[src/rtl/spi_light_command_slave_defines.svh]
// ----------------------------------------------------------------------------
// SPI light command slave: assertion macros
// Shared concurrent assertion forms used by the RTL of the block.
// ----------------------------------------------------------------------------
`ifndef SPI_LIGHT_COMMAND_SLAVE_DEFINES_SVH
`define SPI_LIGHT_COMMAND_SLAVE_DEFINES_SVH

// The consequent must hold in the same cycle as the antecedent.
`define SLCS_ASSERT_SAME(label, clk, rst_n, ante, cons, msg) \
    label: assert property (@(posedge clk) disable iff (!(rst_n)) (ante) |-> (cons)) \
        else $error(msg);

// The consequent must hold in the cycle after the antecedent.
`define SLCS_ASSERT_NEXT(label, clk, rst_n, ante, cons, msg) \
    label: assert property (@(posedge clk) disable iff (!(rst_n)) (ante) |=> (cons)) \
        else $error(msg);

`endif

[src/rtl/slcs_pkg.sv]
// ----------------------------------------------------------------------------
// SPI light command slave: package
// Item types, frame layout constants and command codes.
// ----------------------------------------------------------------------------
package slcs_pkg;

    localparam int FRAME_BYTES = 6;
    localparam int POS_W       = 3;
    // The last byte of a frame is never read back, so it is not stored.
    localparam int STORE_DEPTH = FRAME_BYTES - 1;

    localparam logic [7:0] END_MARK   = 8'hFF;
    localparam logic [7:0] ERROR_MARK = 8'hEE;

    localparam logic CMD_SPI    = 1'b0;
    localparam logic CMD_SAMPLE = 1'b1;

    localparam logic [7:0] OP_STATUS      = 8'd0;
    localparam logic [7:0] OP_TURN_ON     = 8'd1;
    localparam logic [7:0] OP_TURN_OFF    = 8'd2;
    localparam logic [7:0] OP_ALL         = 8'd3;
    localparam logic [7:0] OP_NONE        = 8'd4;
    localparam logic [7:0] OP_BUTTONS_OFF = 8'd5;
    localparam logic [7:0] OP_BUTTONS_ON  = 8'd6;

    typedef struct packed {
        logic       command;
        logic [7:0] spi_byte;
        logic [7:0] button_pins;
        logic [7:0] sensor_pins;
    } t_in_item;

    typedef struct packed {
        logic [7:0] reply_byte;
        logic [7:0] lights;
        logic       frame_done;
        logic       frame_valid;
    } t_out_item;

endpackage

[src/rtl/slcs_if.sv]
// ----------------------------------------------------------------------------
// SPI light command slave: stream interfaces
// Valid/ready channels for input items and result items.
// ----------------------------------------------------------------------------
interface slcs_in_if;
    import slcs_pkg::*;

    logic     valid;
    logic     ready;
    t_in_item payload;

    modport source (output valid, output payload, input ready);
    modport sink   (input valid, input payload, output ready);
endinterface

interface slcs_out_if;
    import slcs_pkg::*;

    logic      valid;
    logic      ready;
    t_out_item payload;

    modport source (output valid, output payload, input ready);
    modport sink   (input valid, input payload, output ready);
endinterface

[src/rtl/spi_light_command_slave.sv]
// ----------------------------------------------------------------------------
// SPI light command slave
// Light controller driven by sample items and by bytes exchanged over SPI.
// ----------------------------------------------------------------------------
// Usage: items arrive on i_item and every item gives exactly one result on
// o_result. A sample item (command set) latches the active-low buttons (unless
// locked) and the sensors and refreshes the lights. An SPI item (command clear)
// carries the byte received from the master; the result carries the byte to
// shift back, and reports whether the byte closed a command frame and whether
// that frame was well formed.
// Pipeline: an accepted item is held in the input register and is processed
// once the result register can move on; its result is then presented from the
// result register. Throughput is one item per cycle while the receiver takes
// results, set by the single pass of logic between the input register and
// the result register.
// Reset (synchronous, active low) empties both registers and clears the
// light, button, sensor, override and error state and the byte position.
// When the receiver stalls, the result register holds its transfer and the
// input register still takes one more item; after that i_item.ready falls
// until the result is taken. Nothing is dropped or repeated.
// ----------------------------------------------------------------------------
`include "spi_light_command_slave_defines.svh"

module spi_light_command_slave (
    input  logic              i_clk,
    input  logic              i_rst_n,
    slcs_in_if.sink           i_item,
    slcs_out_if.source        o_result
);
    import slcs_pkg::*;

    // Reply byte slots in the order they are shifted back to the master.
    localparam logic [POS_W-1:0] POS_ERROR   = POS_W'(0);
    localparam logic [POS_W-1:0] POS_SENSORS = POS_W'(1);
    localparam logic [POS_W-1:0] POS_LIGHTS  = POS_W'(2);
    localparam logic [POS_W-1:0] POS_BUTTONS = POS_W'(3);
    localparam logic [POS_W-1:0] POS_ZERO    = POS_W'(4);
    localparam logic [POS_W-1:0] POS_END     = POS_W'(5);

    // Frame slots read back when a frame completes.
    localparam int SLOT_OPCODE    = 0;
    localparam int SLOT_PARAM     = 1;
    localparam int SLOT_PAD_FIRST = 2;
    localparam int SLOT_PAD_LAST  = 4;

    // Handshake and pipeline registers.
    logic      r_in_valid;
    t_in_item  r_in;
    logic      r_out_valid;
    t_out_item r_out;
    logic      advance;
    logic      step;

    // Block state.
    logic [7:0]       r_store [STORE_DEPTH];
    logic [POS_W-1:0] r_pos,        n_pos;
    logic [7:0]       r_override,   n_override;
    logic [7:0]       r_buttons,    n_buttons;
    logic             r_btn_off,    n_btn_off;
    logic [7:0]       r_sensors,    n_sensors;
    logic [7:0]       r_light,      n_light;
    // The error reply bytes are only ever zero or the error mark, so a flag
    // stands for each. The first is sticky; the second is cleared by a sample.
    logic             r_err_sticky, n_err_sticky;
    logic             r_err_recent, n_err_recent;

    t_out_item  res;
    logic [7:0] btn_sample;
    logic [7:0] opcode;
    logic [7:0] param;
    logic       pads_zero;
    logic       spi_in_frame;
    logic       store_wr;

    // The result register moves on when it is empty or being taken; the
    // input register refills whenever its item moves on.
    assign advance        = !r_out_valid || o_result.ready;
    assign step           = r_in_valid && advance;
    assign i_item.ready   = !r_in_valid || advance;
    assign o_result.valid = r_out_valid;
    assign o_result.payload = r_out;

    assign opcode       = r_store[SLOT_OPCODE];
    assign param        = r_store[SLOT_PARAM];
    assign spi_in_frame = (r_in.command == CMD_SPI) && (r_pos < POS_W'(FRAME_BYTES));
    assign store_wr     = step && spi_in_frame && (r_pos < POS_W'(STORE_DEPTH));

    always_comb begin
        pads_zero = 1'b1;
        for (int k = SLOT_PAD_FIRST; k <= SLOT_PAD_LAST; k++) begin
            pads_zero = pads_zero && (r_store[k] == 8'h00);
        end
    end

    assign btn_sample = r_btn_off ? r_buttons : ~r_in.button_pins;

    always_comb begin
        n_pos        = r_pos;
        n_override   = r_override;
        n_buttons    = r_buttons;
        n_btn_off    = r_btn_off;
        n_sensors    = r_sensors;
        n_light      = r_light;
        n_err_sticky = r_err_sticky;
        n_err_recent = r_err_recent;
        res          = '0;

        if (r_in.command == CMD_SAMPLE) begin
            n_buttons    = btn_sample;
            n_light      = btn_sample ^ r_override;
            n_sensors    = r_in.sensor_pins;
            n_err_recent = 1'b0;
        end else if (spi_in_frame) begin
            unique case (r_pos)
                POS_ERROR:   res.reply_byte = r_err_sticky ? ERROR_MARK : 8'h00;
                POS_SENSORS: res.reply_byte = r_err_recent ? ERROR_MARK : r_sensors;
                POS_LIGHTS:  res.reply_byte = r_light;
                POS_BUTTONS: res.reply_byte = r_buttons;
                POS_ZERO:    res.reply_byte = 8'h00;
                POS_END:     res.reply_byte = END_MARK;
                default:     res.reply_byte = 8'h00;
            endcase
            n_pos = r_pos + POS_W'(1);
            if (r_in.spi_byte == END_MARK) begin
                res.frame_done = 1'b1;
                n_pos          = '0;
                // The end mark itself sits in the last slot, so a full
                // frame only needs its padding checked.
                if ((r_pos == POS_END) && pads_zero) begin
                    res.frame_valid = 1'b1;
                    unique case (opcode)
                        OP_TURN_ON:     n_override = r_override ^ (param & ~r_light);
                        OP_TURN_OFF:    n_override = r_override ^ (param & r_light);
                        OP_ALL:         n_override = (param == 8'h00) ?
                                                     (r_override ^ r_light) :
                                                     (r_override ^ ~r_light);
                        OP_BUTTONS_OFF: n_btn_off  = 1'b1;
                        OP_BUTTONS_ON:  n_btn_off  = 1'b0;
                        default:        n_override = r_override;
                    endcase
                end else begin
                    n_err_sticky = 1'b1;
                    n_err_recent = 1'b1;
                end
            end
        end else begin
            // Six bytes went by without an end mark: drop back to the start.
            n_pos = '0;
        end

        res.lights = n_light;
    end

    always_ff @(posedge i_clk) begin
        if (!i_rst_n) begin
            r_in_valid   <= 1'b0;
            r_out_valid  <= 1'b0;
            r_pos        <= '0;
            r_override   <= '0;
            r_buttons    <= '0;
            r_btn_off    <= 1'b0;
            r_sensors    <= '0;
            r_light      <= '0;
            r_err_sticky <= 1'b0;
            r_err_recent <= 1'b0;
        end else begin
            if (i_item.ready) begin
                r_in_valid <= i_item.valid;
            end
            if (advance) begin
                r_out_valid <= r_in_valid;
            end
            if (step) begin
                r_pos        <= n_pos;
                r_override   <= n_override;
                r_buttons    <= n_buttons;
                r_btn_off    <= n_btn_off;
                r_sensors    <= n_sensors;
                r_light      <= n_light;
                r_err_sticky <= n_err_sticky;
                r_err_recent <= n_err_recent;
            end
        end
    end

    always_ff @(posedge i_clk) begin
        if (i_item.ready && i_item.valid) begin
            r_in <= i_item.payload;
        end
        if (step) begin
            r_out <= res;
        end
        if (store_wr) begin
            r_store[r_pos] <= r_in.spi_byte;
        end
    end

    `SLCS_ASSERT_SAME(a_valid_needs_done, i_clk, i_rst_n,
        r_out_valid && r_out.frame_valid, r_out.frame_done,
        "frame reported valid without ending a frame")

    `SLCS_ASSERT_NEXT(a_bad_frame_sets_error, i_clk, i_rst_n,
        step && res.frame_done && !res.frame_valid, r_err_sticky && r_err_recent,
        "malformed frame did not raise the error reply")

    `SLCS_ASSERT_NEXT(a_sample_clears_recent, i_clk, i_rst_n,
        step && (r_in.command == CMD_SAMPLE), !r_err_recent,
        "sample did not clear the recent error reply")

    `SLCS_ASSERT_NEXT(a_input_held_on_stall, i_clk, i_rst_n,
        r_in_valid && !advance, r_in_valid && $stable(r_in),
        "pending item lost while the result register was stalled")

endmodule

[src/flat_wrapper.sv]
// flat-port wrapper written by rule: the top's interface ports become plain ports
module spi_light_command_slave_flat import slcs_pkg::*;
  (i_clk, i_rst_n, i_item_valid, i_item_payload, i_item_ready, o_result_valid, o_result_payload, o_result_ready);
  slcs_in_if i_item_i ();
  slcs_out_if o_result_i ();
  input  logic i_clk;
  input  logic i_rst_n;
  input wire logic [$bits(i_item_i.valid)-1:0] i_item_valid;
  input wire logic [$bits(i_item_i.payload)-1:0] i_item_payload;
  output wire logic [$bits(i_item_i.ready)-1:0] i_item_ready;
  output wire logic [$bits(o_result_i.valid)-1:0] o_result_valid;
  output wire logic [$bits(o_result_i.payload)-1:0] o_result_payload;
  input wire logic [$bits(o_result_i.ready)-1:0] o_result_ready;
  assign i_item_i.valid = i_item_valid;
  assign i_item_i.payload = i_item_payload;
  assign i_item_ready = i_item_i.ready;
  assign o_result_valid = o_result_i.valid;
  assign o_result_payload = o_result_i.payload;
  assign o_result_i.ready = o_result_ready;
  spi_light_command_slave u_core (.i_clk(i_clk), .i_rst_n(i_rst_n), .i_item(i_item_i), .o_result(o_result_i));
endmodule
[config.mk]
export PLATFORM = sky130hd
export DESIGN_NAME = spi_light_command_slave_flat
export DESIGN_NICKNAME = d
export VERILOG_FILES = /design/src/rtl/slcs_pkg.sv /design/src/rtl/slcs_if.sv /design/src/rtl/spi_light_command_slave.sv /design/src/flat_wrapper.sv
export VERILOG_INCLUDE_DIRS = /design/src /design/src/rtl
export SDC_FILE = /design/constraint.sdc
export NUM_CORES = 1
export LEC_CHECK = 0
export ABC_AREA = 1
export BUFFER_PORTS_ARGS = -buffer_cell sky130_fd_sc_hd__buf_4
export CORE_ASPECT_RATIO = 0.5
export CORE_MARGIN = 2
export CORE_UTILIZATION = 56
export DETAILED_ROUTE_END_ITERATION = 10
export PLACE_DENSITY = 0.84
export SYNTH_ARGS = -nofsm -noshare
export SYNTH_HDL_FRONTEND = slang
export SYNTH_SLANG_ARGS = --single-unit
export TNS_END_PERCENT = 1
[constraint.sdc]
create_clock -name i_clk -period 2.5 [get_ports i_clk]
set_clock_uncertainty 0.2 [all_clocks]
set_input_delay 0.375 -clock i_clk [delete_from_list [all_inputs] [get_ports i_clk]]
set_output_delay 0.375 -clock i_clk [all_outputs]
set_load 0.01 [all_outputs]
==> impl_metrics.tcl, run 1 <==
set metrics [dict create \
    status "finished clean" \
    tightest_slew_ns 0.5681 \
    clkTransAtPathRegs_ns 0.06 \
    finalNonFillerCells 738 \
    end_kind "register" \
    ioPinCount 49 \
    htreeDepth 4 \
    dp_hpwl_um 7651 \
    start_util_pct 58.77 \
    gp_congestion 0.9057 \
    synthCells 519 \
    num_antenna_cells 0 \
    drv_slew 0 \
    dieHeight_um 72.18 \
    dpl-instance-area_mm2 0.005709 \
    layout_commonest_cell "nor2_1" \
    fin_setup_tns_ns 0 \
    final_cell_area_mm2 0.006541 \
    netlist_area_mm2 0.005206 \
    fin_nets 642 \
    overflow 0 \
    drc 0 \
    synth_seq_cells 123 \
    grt_pass1_wl_um 19040 \
    antenna_found_initial 0 \
    rows 24 \
    seq_area_frac_synth_pct 63.25 \
    wl_um 12090 \
    grt_max_degree 35 \
    most-common-layout-cells "nor2_1, nand2_1, edfxtp_1" \
    rrSetupSlack_ns 0.23 \
    synth_edf_count 83 \
    hold_viol_final 0 \
    fin_crit_sh_pct 90.77 \
    synthFlopType "edfxtp_1" \
    rsz0062_at_grt "false" \
    async_flop_share_pct 0 \
    peakVddDrop_v 0.0005007 \
    layout-area-overhead-vs-synth_pct 25.64 \
    power.density_mw_per_mm2 757.6 \
    die_area_mm2 0.01013 \
    worstSkewPairLatency_ns 0.41 \
    fmax_mhz 440.7 \
    power_leakage_uw 0.002503 \
    cts_resized 0 \
    cts_tree "yes" \
    ys_types 35 \
    syn_avg_cell_area_um2 10.03 \
    num_vias 4070 \
    io_buffers 48 \
    chipWidth_um 140.4 \
    preCtsSetupSlack_ns 0.4165 \
    ant_nets 0 \
    vias_per_cell 5.515 \
    cp-start-kind "register" \
    hold_class "in2reg" \
    firstDrtPassIters 5 \
    crit_type "reg2reg" \
    setup_viol 0 \
    arrival_ns 2.36 \
    timing.slew.headroom_pct 61.89 \
    place_inst 681 \
    clkSinkCount 123 \
    clockRootBuffer "clkbuf_16" \
    period_needed_ns 2.269 \
    cp_max_fo 9 \
    grt_pass1_vias 3900 \
    worstPathRequired_ns 2.59 \
    wire_per_inst_um 16.39 \
    grt.total_usage_pct 25.52 \
    syn_nets 553 \
    drive_gt1_share_pct 16.59 \
    drv_cap 0 \
    yosys_warnings 0 \
    drt_iter0_markers 466 \
    cts_max_path_buffers 2 \
    cts_setup_buffers 0 \
    cts-buffers-inserted 17 \
    coreArea_mm2 0.008859 \
    setup_ws_ns 0.2308 \
]
[synthesized netlist by cell type, types with 3 or more instances]
cell type	count	share of area (%)
nor2_1	87	6.3
nand2_1	84	6.1
edfxtp_1	83	48
o21ai_0	61	5.9
dfxtp_1	40	15
inv_1	35	2.5
a21oi_1	31	3.0
nand3_1	21	2.0
nand4_1	9	1.1
xnor2_1	8	1.3
a2111oi_0	6	1.0
clkbuf_1	6	0.43
nor3_1	6	0.58
ha_1	5	1.2
nor2_2	4	0.48
buf_2	3	0.29
buf_6	3	0.65
nand2_2	3	0.36
nor2_4	3	0.65
nor4_1	3	0.36
[worst paths after layout]
kind	cells past startpoint	startpoint	to
hold / removal	3	i_item_valid	u_core.r_in_valid
setup reg to reg	11	u_core.r_pos[1]	u_core.r_err_recent
setup / recovery	11	u_core.r_pos[1]	u_core.r_err_recent
hold reg to reg	2	u_core.r_in[2]	u_core.r_sensors[2]
[stage by stage]
stage	total power (uW)	hold WS [ns]	utilization, %
global placement	2545	0.2535	64.45
finish	4956	0.04741	73.84
global route	5099	0.06926	73.84
detailed placement	2554	0.2594	64.45
floorplan	2441	0.2297	-
CTS	4966	0.03793	73.84
[layer usage]
metal | part of all wire [%] | GRT usage (%)
met3 | 7.6 | 7.393
met2 | 47 | 43.36
met5 | 0 | 0
met1 | 43 | 31.02
met4 | 2.3 | 11.67
[timing repair]
item	in CTS	in global routing
hold endpoints to repair	25	0
setup endpoints to repair	0	0
hold buffers	25	0
[flip-flops by register name, indices dropped and copies added (netlist names)]
register / flops
u_core.r_light: 8
u_core.r_pos: 3
u_core.r_err_recent: 1
u_core.r_in_valid: 1
u_core.r_btn_off: 1
u_core.r_sensors: 8
u_core.o_result.payload: 18
u_core.r_buttons: 8
u_core.o_result.valid: 1
u_core.r_store: 40
u_core.r_override: 8
u_core.r_in: 25
u_core.r_err_sticky: 1
[power by group]
group	switching, uW	internal [uW]
sequential	50.2	2250
combinational	143	114
clock	855	1550
[cells by family after synthesis]
| group | count (synthesis) | share of synthesized area, % |
|---|---|---|
| adders and majority gates | 5 | 1.202 |
| DFF | 123 | 63.25 |
| xor gates and xnor gates | 8 | 1.346 |
| and+or+nand+nor | 227 | 19.11 |
| AOI/OAI and AO/OA | 104 | 10.74 |
| buffers and inverters | 52 | 4.350 |
[layout make-up]
cell class | instances | area [um2]
Clock buffer | 18 | 429.2
Sequential cell | 123 | 3293
Inverter | 39 | 147.6
Fill cell | 573 | 2317
Tap cell | 117 | 146.4
Multi-Input combinational cell | 344 | 1687
Clock inverter | 14 | 152.6
Timing Repair Buffer | 83 | 685.7
[worst max-delay path, cell delays in order (launching register included)]
cell     delay [ns]
dfxtp_1        0.40
inv_1          0.16
ha_1           0.20
nand2_2        0.09
inv_1          0.23
nand2_1        0.11
nor2_1         0.09
nand4_1        0.15
nand2_1        0.16
o21ai_0        0.16
o21ai_0        0.13
nor2_1         0.07
Note: power is estimated with default switching activity, not from simulation.
==> run 2, diff against run 1 <==
--- a/config.mk
+++ b/config.mk
@@ -8,11 +8,12 @@
 export LEC_CHECK = 0
 export ABC_AREA = 1
 export BUFFER_PORTS_ARGS = -buffer_cell sky130_fd_sc_hd__buf_4
-export CORE_ASPECT_RATIO = 0.5
+export CORE_ASPECT_RATIO = 2
 export CORE_MARGIN = 2
 export CORE_UTILIZATION = 56
 export DETAILED_ROUTE_END_ITERATION = 10
-export PLACE_DENSITY = 0.84
+export MAX_ROUTING_LAYER = met4
+export PLACE_DENSITY = 0.76
 export SYNTH_ARGS = -nofsm -noshare
 export SYNTH_HDL_FRONTEND = slang
 export SYNTH_SLANG_ARGS = --single-unit
==> run 2 against run 1 <==
Die area unchanged. Sequential share of layout area fell by 0.46 points. Utilization decreased by 0.59 points. Highest routed layer unchanged. Power grew 6.0%. Final area rose by 0.92%.
==> impl_metrics.tcl, run 2 (synthesized netlist as in run 1, its figures left out) <==
set metrics [dict create \
    grt.total_usage_pct 28.84 \
    place_inst 666 \
    power_leakage_uw 0.002542 \
    coreArea_mm2 0.009012 \
    cp-start-kind "register" \
    cts_max_path_buffers 2 \
    rows 49 \
    r2r-end "u_core.o_result.payload[12]" \
    setup_viol 0 \
    htreeDepth 4 \
    period_needed_ns 2.131 \
    clkSinkCount 123 \
    min_to "u_core.r_in_valid" \
    drc 0 \
    end_kind "register" \
    cts_setup_buffers 0 \
    drive_gt1_share_pct 16.91 \
    drt_iter0_markers 296 \
    clkTransAtPathRegs_ns 0.06 \
    start_util_pct 57.77 \
    largest_reg_flops 40 \
    setup_ws_ns 0.3689 \
    ff2ff_path_depth 8 \
    cts_resized 0 \
    drv_cap 0 \
    num_vias 4157 \
    chipWidth_um 72.18 \
    top_layer_used "met4" \
    layout-area-overhead-vs-synth_pct 26.80 \
    peakVddDrop_v 0.0006400 \
    wl_met2_um 7521 \
    wire_per_inst_um 18.53 \
    firstDrtPassIters 5 \
    clockRootBuffer "clkbuf_16" \
    n_fill_cell 641 \
    drv_slew 0 \
    fin_crit_sh_pct 85.24 \
    min_from "i_item_valid" \
    layout_commonest_cell "nor2_1" \
    preCtsSetupSlack_ns 0.4129 \
    ioPinCount 49 \
    rsz0062_at_grt "false" \
    grt_pass1_wl_um 20720 \
    cp_max_fo 9 \
    dieHeight_um 140.4 \
    fmax_mhz 469.2 \
    fin_nets 642 \
    ant_nets 0 \
    routed-wl-met3_um 507 \
    timing.slew.headroom_pct 50.33 \
    cts-buffers-inserted 17 \
    r2r_start "u_core.r_pos[1]" \
    hold_ws_ns 0.03302 \
    vias_per_cell 5.750 \
    crit_type "reg2reg" \
    num_antenna_cells 0 \
    wl_um 13390 \
    gp_congestion 0.9047 \
    final_cell_area_mm2 0.006601 \
    cts_tree "yes" \
    dpl-instance-area_mm2 0.005703 \
    io_buffers 48 \
    antenna_found_initial 0 \
    overflow 0 \
    most-common-layout-cells "nor2_1, nand2_1, edfxtp_1" \
    finalNonFillerCells 723 \
    worstPathRequired_ns 2.46 \
    status "finished clean" \
    grt_pass1_vias 4118 \
    hold_class "in2reg" \
    die_area_mm2 0.01013 \
    worstSkewPairLatency_ns 0.42 \
    dp_hpwl_um 9146 \
    wl_met1_um 4600 \
    power.density_mw_per_mm2 795.7 \
    rrSetupSlack_ns 0.37 \
    grt_max_degree 35 \
    regMostFlops "u_core.r_store" \
    tightest_slew_ns 0.7443 \
    hold_viol_final 0 \
    arrival_ns 2.09 \
    fin_setup_tns_ns 0 \
    hold_depth 3 \
]
-- run 2: cell count changes in the layout (fill, tap and decap cells not counted), moves of 2 or more --
| cell | change |
|---|---|
| clkinv_1 | -2 |
| clkinv_2 | -3 |
| bufinv_16 | +2 |
| clkinvlp_4 | -2 |
| clkinv_4 | +4 |
-- run 2: layer usage --
layer	vias up	global-route usage [%]
li1	1975	-
met1	1975	26.57
met2	160	50.99
met3	47	6.187
met4	0	19.17
met5	-	-
-- run 2: power breakdown --
| group | total [uW] | leakage, uW | switching [uW] | internal (uW) |
|---|---|---|---|---|
| Combinational | 267 | 0.00113 | 151 | 116 |
| Clock | 2690 | 0.000313 | 914 | 1770 |
| Sequential | 2300 | 0.00110 | 52.9 | 2250 |
-- run 2: worst max path at each step --
stage	slack, ns	from	end
floorplan	0.31	o_result_ready	u_core.r_store[4][0]
global placement	0.44	u_core.r_pos[0]	u_core.o_result.payload[17]
detailed placement	0.41	u_core.r_pos[1]	u_core.o_result.payload[12]
CTS	0.41	u_core.r_pos[1]	u_core.o_result.payload[12]
global route	0.18	u_core.r_pos[1]	u_core.o_result.payload[16]
finish	0.37	u_core.r_pos[1]	u_core.o_result.payload[12]
-- run 2: repair_timing --
| action | CTS | global route |
|---|---|---|
| endpoints found under the hold margin | 25 | 0 |
| hold buffers | 25 | 0 |
| endpoints found under the setup margin | 0 | 0 |
-- run 2: layout make-up --
type | count | area (um2) | share of cell area, %
Sequential cell | 123 | 3293 | 49.89
Multi-Input combinational cell | 344 | 1687 | 25.55
Timing Repair Buffer | 83 | 698.2 | 10.58
Clock buffer | 18 | 429.2 | 6.501
Clock inverter | 14 | 219.0 | 3.317
Inverter | 39 | 147.6 | 2.237
Tap cell | 102 | 127.6 | 1.933
-- run 2: critical path, cell delays in order, from the launching register on --
cell       delay [ns]
dfxtp_1          0.49
inv_1            0.13
ha_1             0.22
nand2_1          0.09
inv_1            0.11
o21ai_0          0.10
o21ai_0          0.10
a2111oi_0        0.34
nor2_1           0.08
-- run 2: stage by stage --
stage | total power, uW | utilization, %
after floorplan | 2441 | -
after global placement | 2562 | 63.28
after detailed placement | 2570 | 63.28
after CTS | 5272 | 73.25
after global routing | 5397 | 73.25
final | 5253 | 73.25
==> run 3, diff against run 2 <==
--- a/config.mk
+++ b/config.mk
@@ -14,6 +14,7 @@
 export DETAILED_ROUTE_END_ITERATION = 10
 export MAX_ROUTING_LAYER = met4
 export PLACE_DENSITY = 0.76
+export RECOVER_POWER = 50
 export SYNTH_ARGS = -nofsm -noshare
 export SYNTH_HDL_FRONTEND = slang
 export SYNTH_SLANG_ARGS = --single-unit
==> run 3 against run 2 <==
Critical path depth up 1. Flip-flop and latch count is the same. Non-clock buffer count unchanged. Sequential power barely moved. Wire length fell by 0.66%. Die area did not move. Sequential share of layout area is 0.91 points higher. Largest power group unchanged.
==> impl_metrics.tcl, run 3 (synthesized netlist as in run 1, its figures left out) <==
set metrics [dict create \
    power_leakage_uw 0.002449 \
    cts_resized 0 \
    io_buffers 48 \
    wire_per_inst_um 18.40 \
    rrSetupSlack_ns 0.28 \
    rsz0062_at_grt "false" \
    clkSinkCount 123 \
    firstDrtPassIters 5 \
    hold_class "in2reg" \
    grt_pass1_vias 4118 \
    drive_gt1_share_pct 12.88 \
    clockRootBuffer "clkbuf_16" \
    wl_um 13310 \
    drc 0 \
    most-common-layout-cells "nor2_1, nand2_1, edfxtp_1" \
    antenna_found_initial 0 \
    cts_max_path_buffers 2 \
    drt_iter0_markers 305 \
    coreArea_mm2 0.009012 \
    largest_reg_flops 40 \
    num_vias 4161 \
    rows 49 \
    layout_commonest_cell "nor2_1" \
    critPathTopFamily "simple AND/OR/NAND/NOR gates" \
    total_power_uw 5221 \
    dp_hpwl_um 9146 \
    fin_nets 642 \
    vias_per_cell 5.755 \
    power.density_mw_per_mm2 805.4 \
    clkTransAtPathRegs_ns 0.06 \
    setup_ws_ns 0.2751 \
    period_needed_ns 2.225 \
    cts_tree "yes" \
    grt.total_usage_pct 28.84 \
    cp-start-kind "register" \
    regMostFlops "u_core.r_store" \
    grt_pass1_wl_um 20720 \
    drv_cap 0 \
    min_from "i_item_valid" \
    met3_usage_pct 6.187 \
    overflow 0 \
    finalNonFillerCells 723 \
    ff2ff_path_depth 9 \
    seq_area_mm2 0.003293 \
    dpl-instance-area_mm2 0.005703 \
    die_area_mm2 0.01013 \
    preCtsSetupSlack_ns 0.4129 \
    fmax_mhz 449.5 \
    timing.slew.headroom_pct 34.58 \
    peakVddDrop_v 0.0006847 \
    cp_slowest_stage_delay_ns 0.54 \
    cts-buffers-inserted 17 \
    r2r-end "u_core.r_override[1]" \
    place_inst 666 \
    fin_crit_sh_pct 89.00 \
    tightest_slew_ns 0.9812 \
    crit_type "reg2reg" \
    drv_slew 0 \
    arrival_ns 2.33 \
    num_antenna_cells 0 \
    hold_depth 3 \
    path_buf_inv 1 \
    multi_input_comb_area_mm2 0.001665 \
    critPathLaunch "u_core.r_in[16]" \
    min_to "u_core.r_in_valid" \
    worstSkewPairLatency_ns 0.42 \
    crit_top_cell "nand2_1" \
    path_cells "nand2_1 -> nor2_1 -> nand2_1 -> nor3_1 -> nand3_2 -> clkinv_2 -> nand3_1 -> nand2_1 -> nor2_1" \
    setup_viol 0 \
    gr-usage-met2_pct 50.99 \
    end_kind "register" \
    gp_congestion 0.9047 \
    status "finished clean" \
    n_fill_cell 687 \
    start_util_pct 57.77 \
    dieHeight_um 140.4 \
    layout-area-overhead-vs-synth_pct 24.51 \
    use_met1_pct 26.57 \
    cp_max_fo 14 \
    grt_max_degree 35 \
    fin_setup_tns_ns 0 \
    r2r_start "u_core.r_in[16]" \
    ant_nets 0 \
    crit_slowest_cell "edfxtp_1" \
    top_usage_layer "met2" \
    hold_viol_final 0 \
    htreeDepth 4 \
    worstPathRequired_ns 2.60 \
    ioPinCount 49 \
    chipWidth_um 72.18 \
    final_cell_area_mm2 0.006482 \
]
-- run 3: worst max-delay path by stage --
stage / endpoint / slack (ns) / cells past startpoint
after floorplan: u_core.r_store[4][0] / 0.31 / 6
after global placement: u_core.o_result.payload[17] / 0.44 / 6
after detailed placement: u_core.o_result.payload[12] / 0.41 / 8
after CTS: u_core.o_result.payload[12] / 0.41 / 8
after global routing: u_core.r_override[6] / 0.13 / 9
final: u_core.r_override[1] / 0.28 / 9
-- run 3: routing by layer --
layer / vias to the layer above / part of all wire, %
li1: 1977 / -
met1: 1980 / 34
met2: 158 / 56
met3: 46 / 3.9
met4: 0 / 5.8
met5: - / 0
-- run 3: worst register-to-register path, delay by kind of cell (launching register included) --
kind,cells,cell delay [ns]
simple gates,8,1.18
flops,1,0.54
buf+inv,1,0.19
-- run 3: what timing repair did --
item | CTS | global route
hold buffers | 25 | 0
hold endpoints to repair | 25 | 0
setup buffers | 0 | 0
-- run 3: stage by stage --
| step | hold slack, ns | utilization [%] |
|---|---|---|
| after global placement | 0.2560 | 63.28 |
| after global routing | 0.05127 | 71.93 |
| final | 0.03571 | 71.93 |
| after detailed placement | 0.2633 | 63.28 |
| after CTS | 0.03484 | 73.25 |
| after floorplan | 0.2297 | - |
-- run 3: area by class of cell --
type,count,area share [%]
timing repair buffer,83,9.265
multi-input combinational,344,25.69
tap,102,1.969
inverter,39,2.278
clock buffer,18,6.620
clock inverter,14,3.378
sequential,123,50.80
-- run 3: power by group --
part           switching (uW)  total, uW  internal (uW)
Sequential               51.1       2300           2250
Clock                     904       2680           1770
Combinational             149        246           97.0
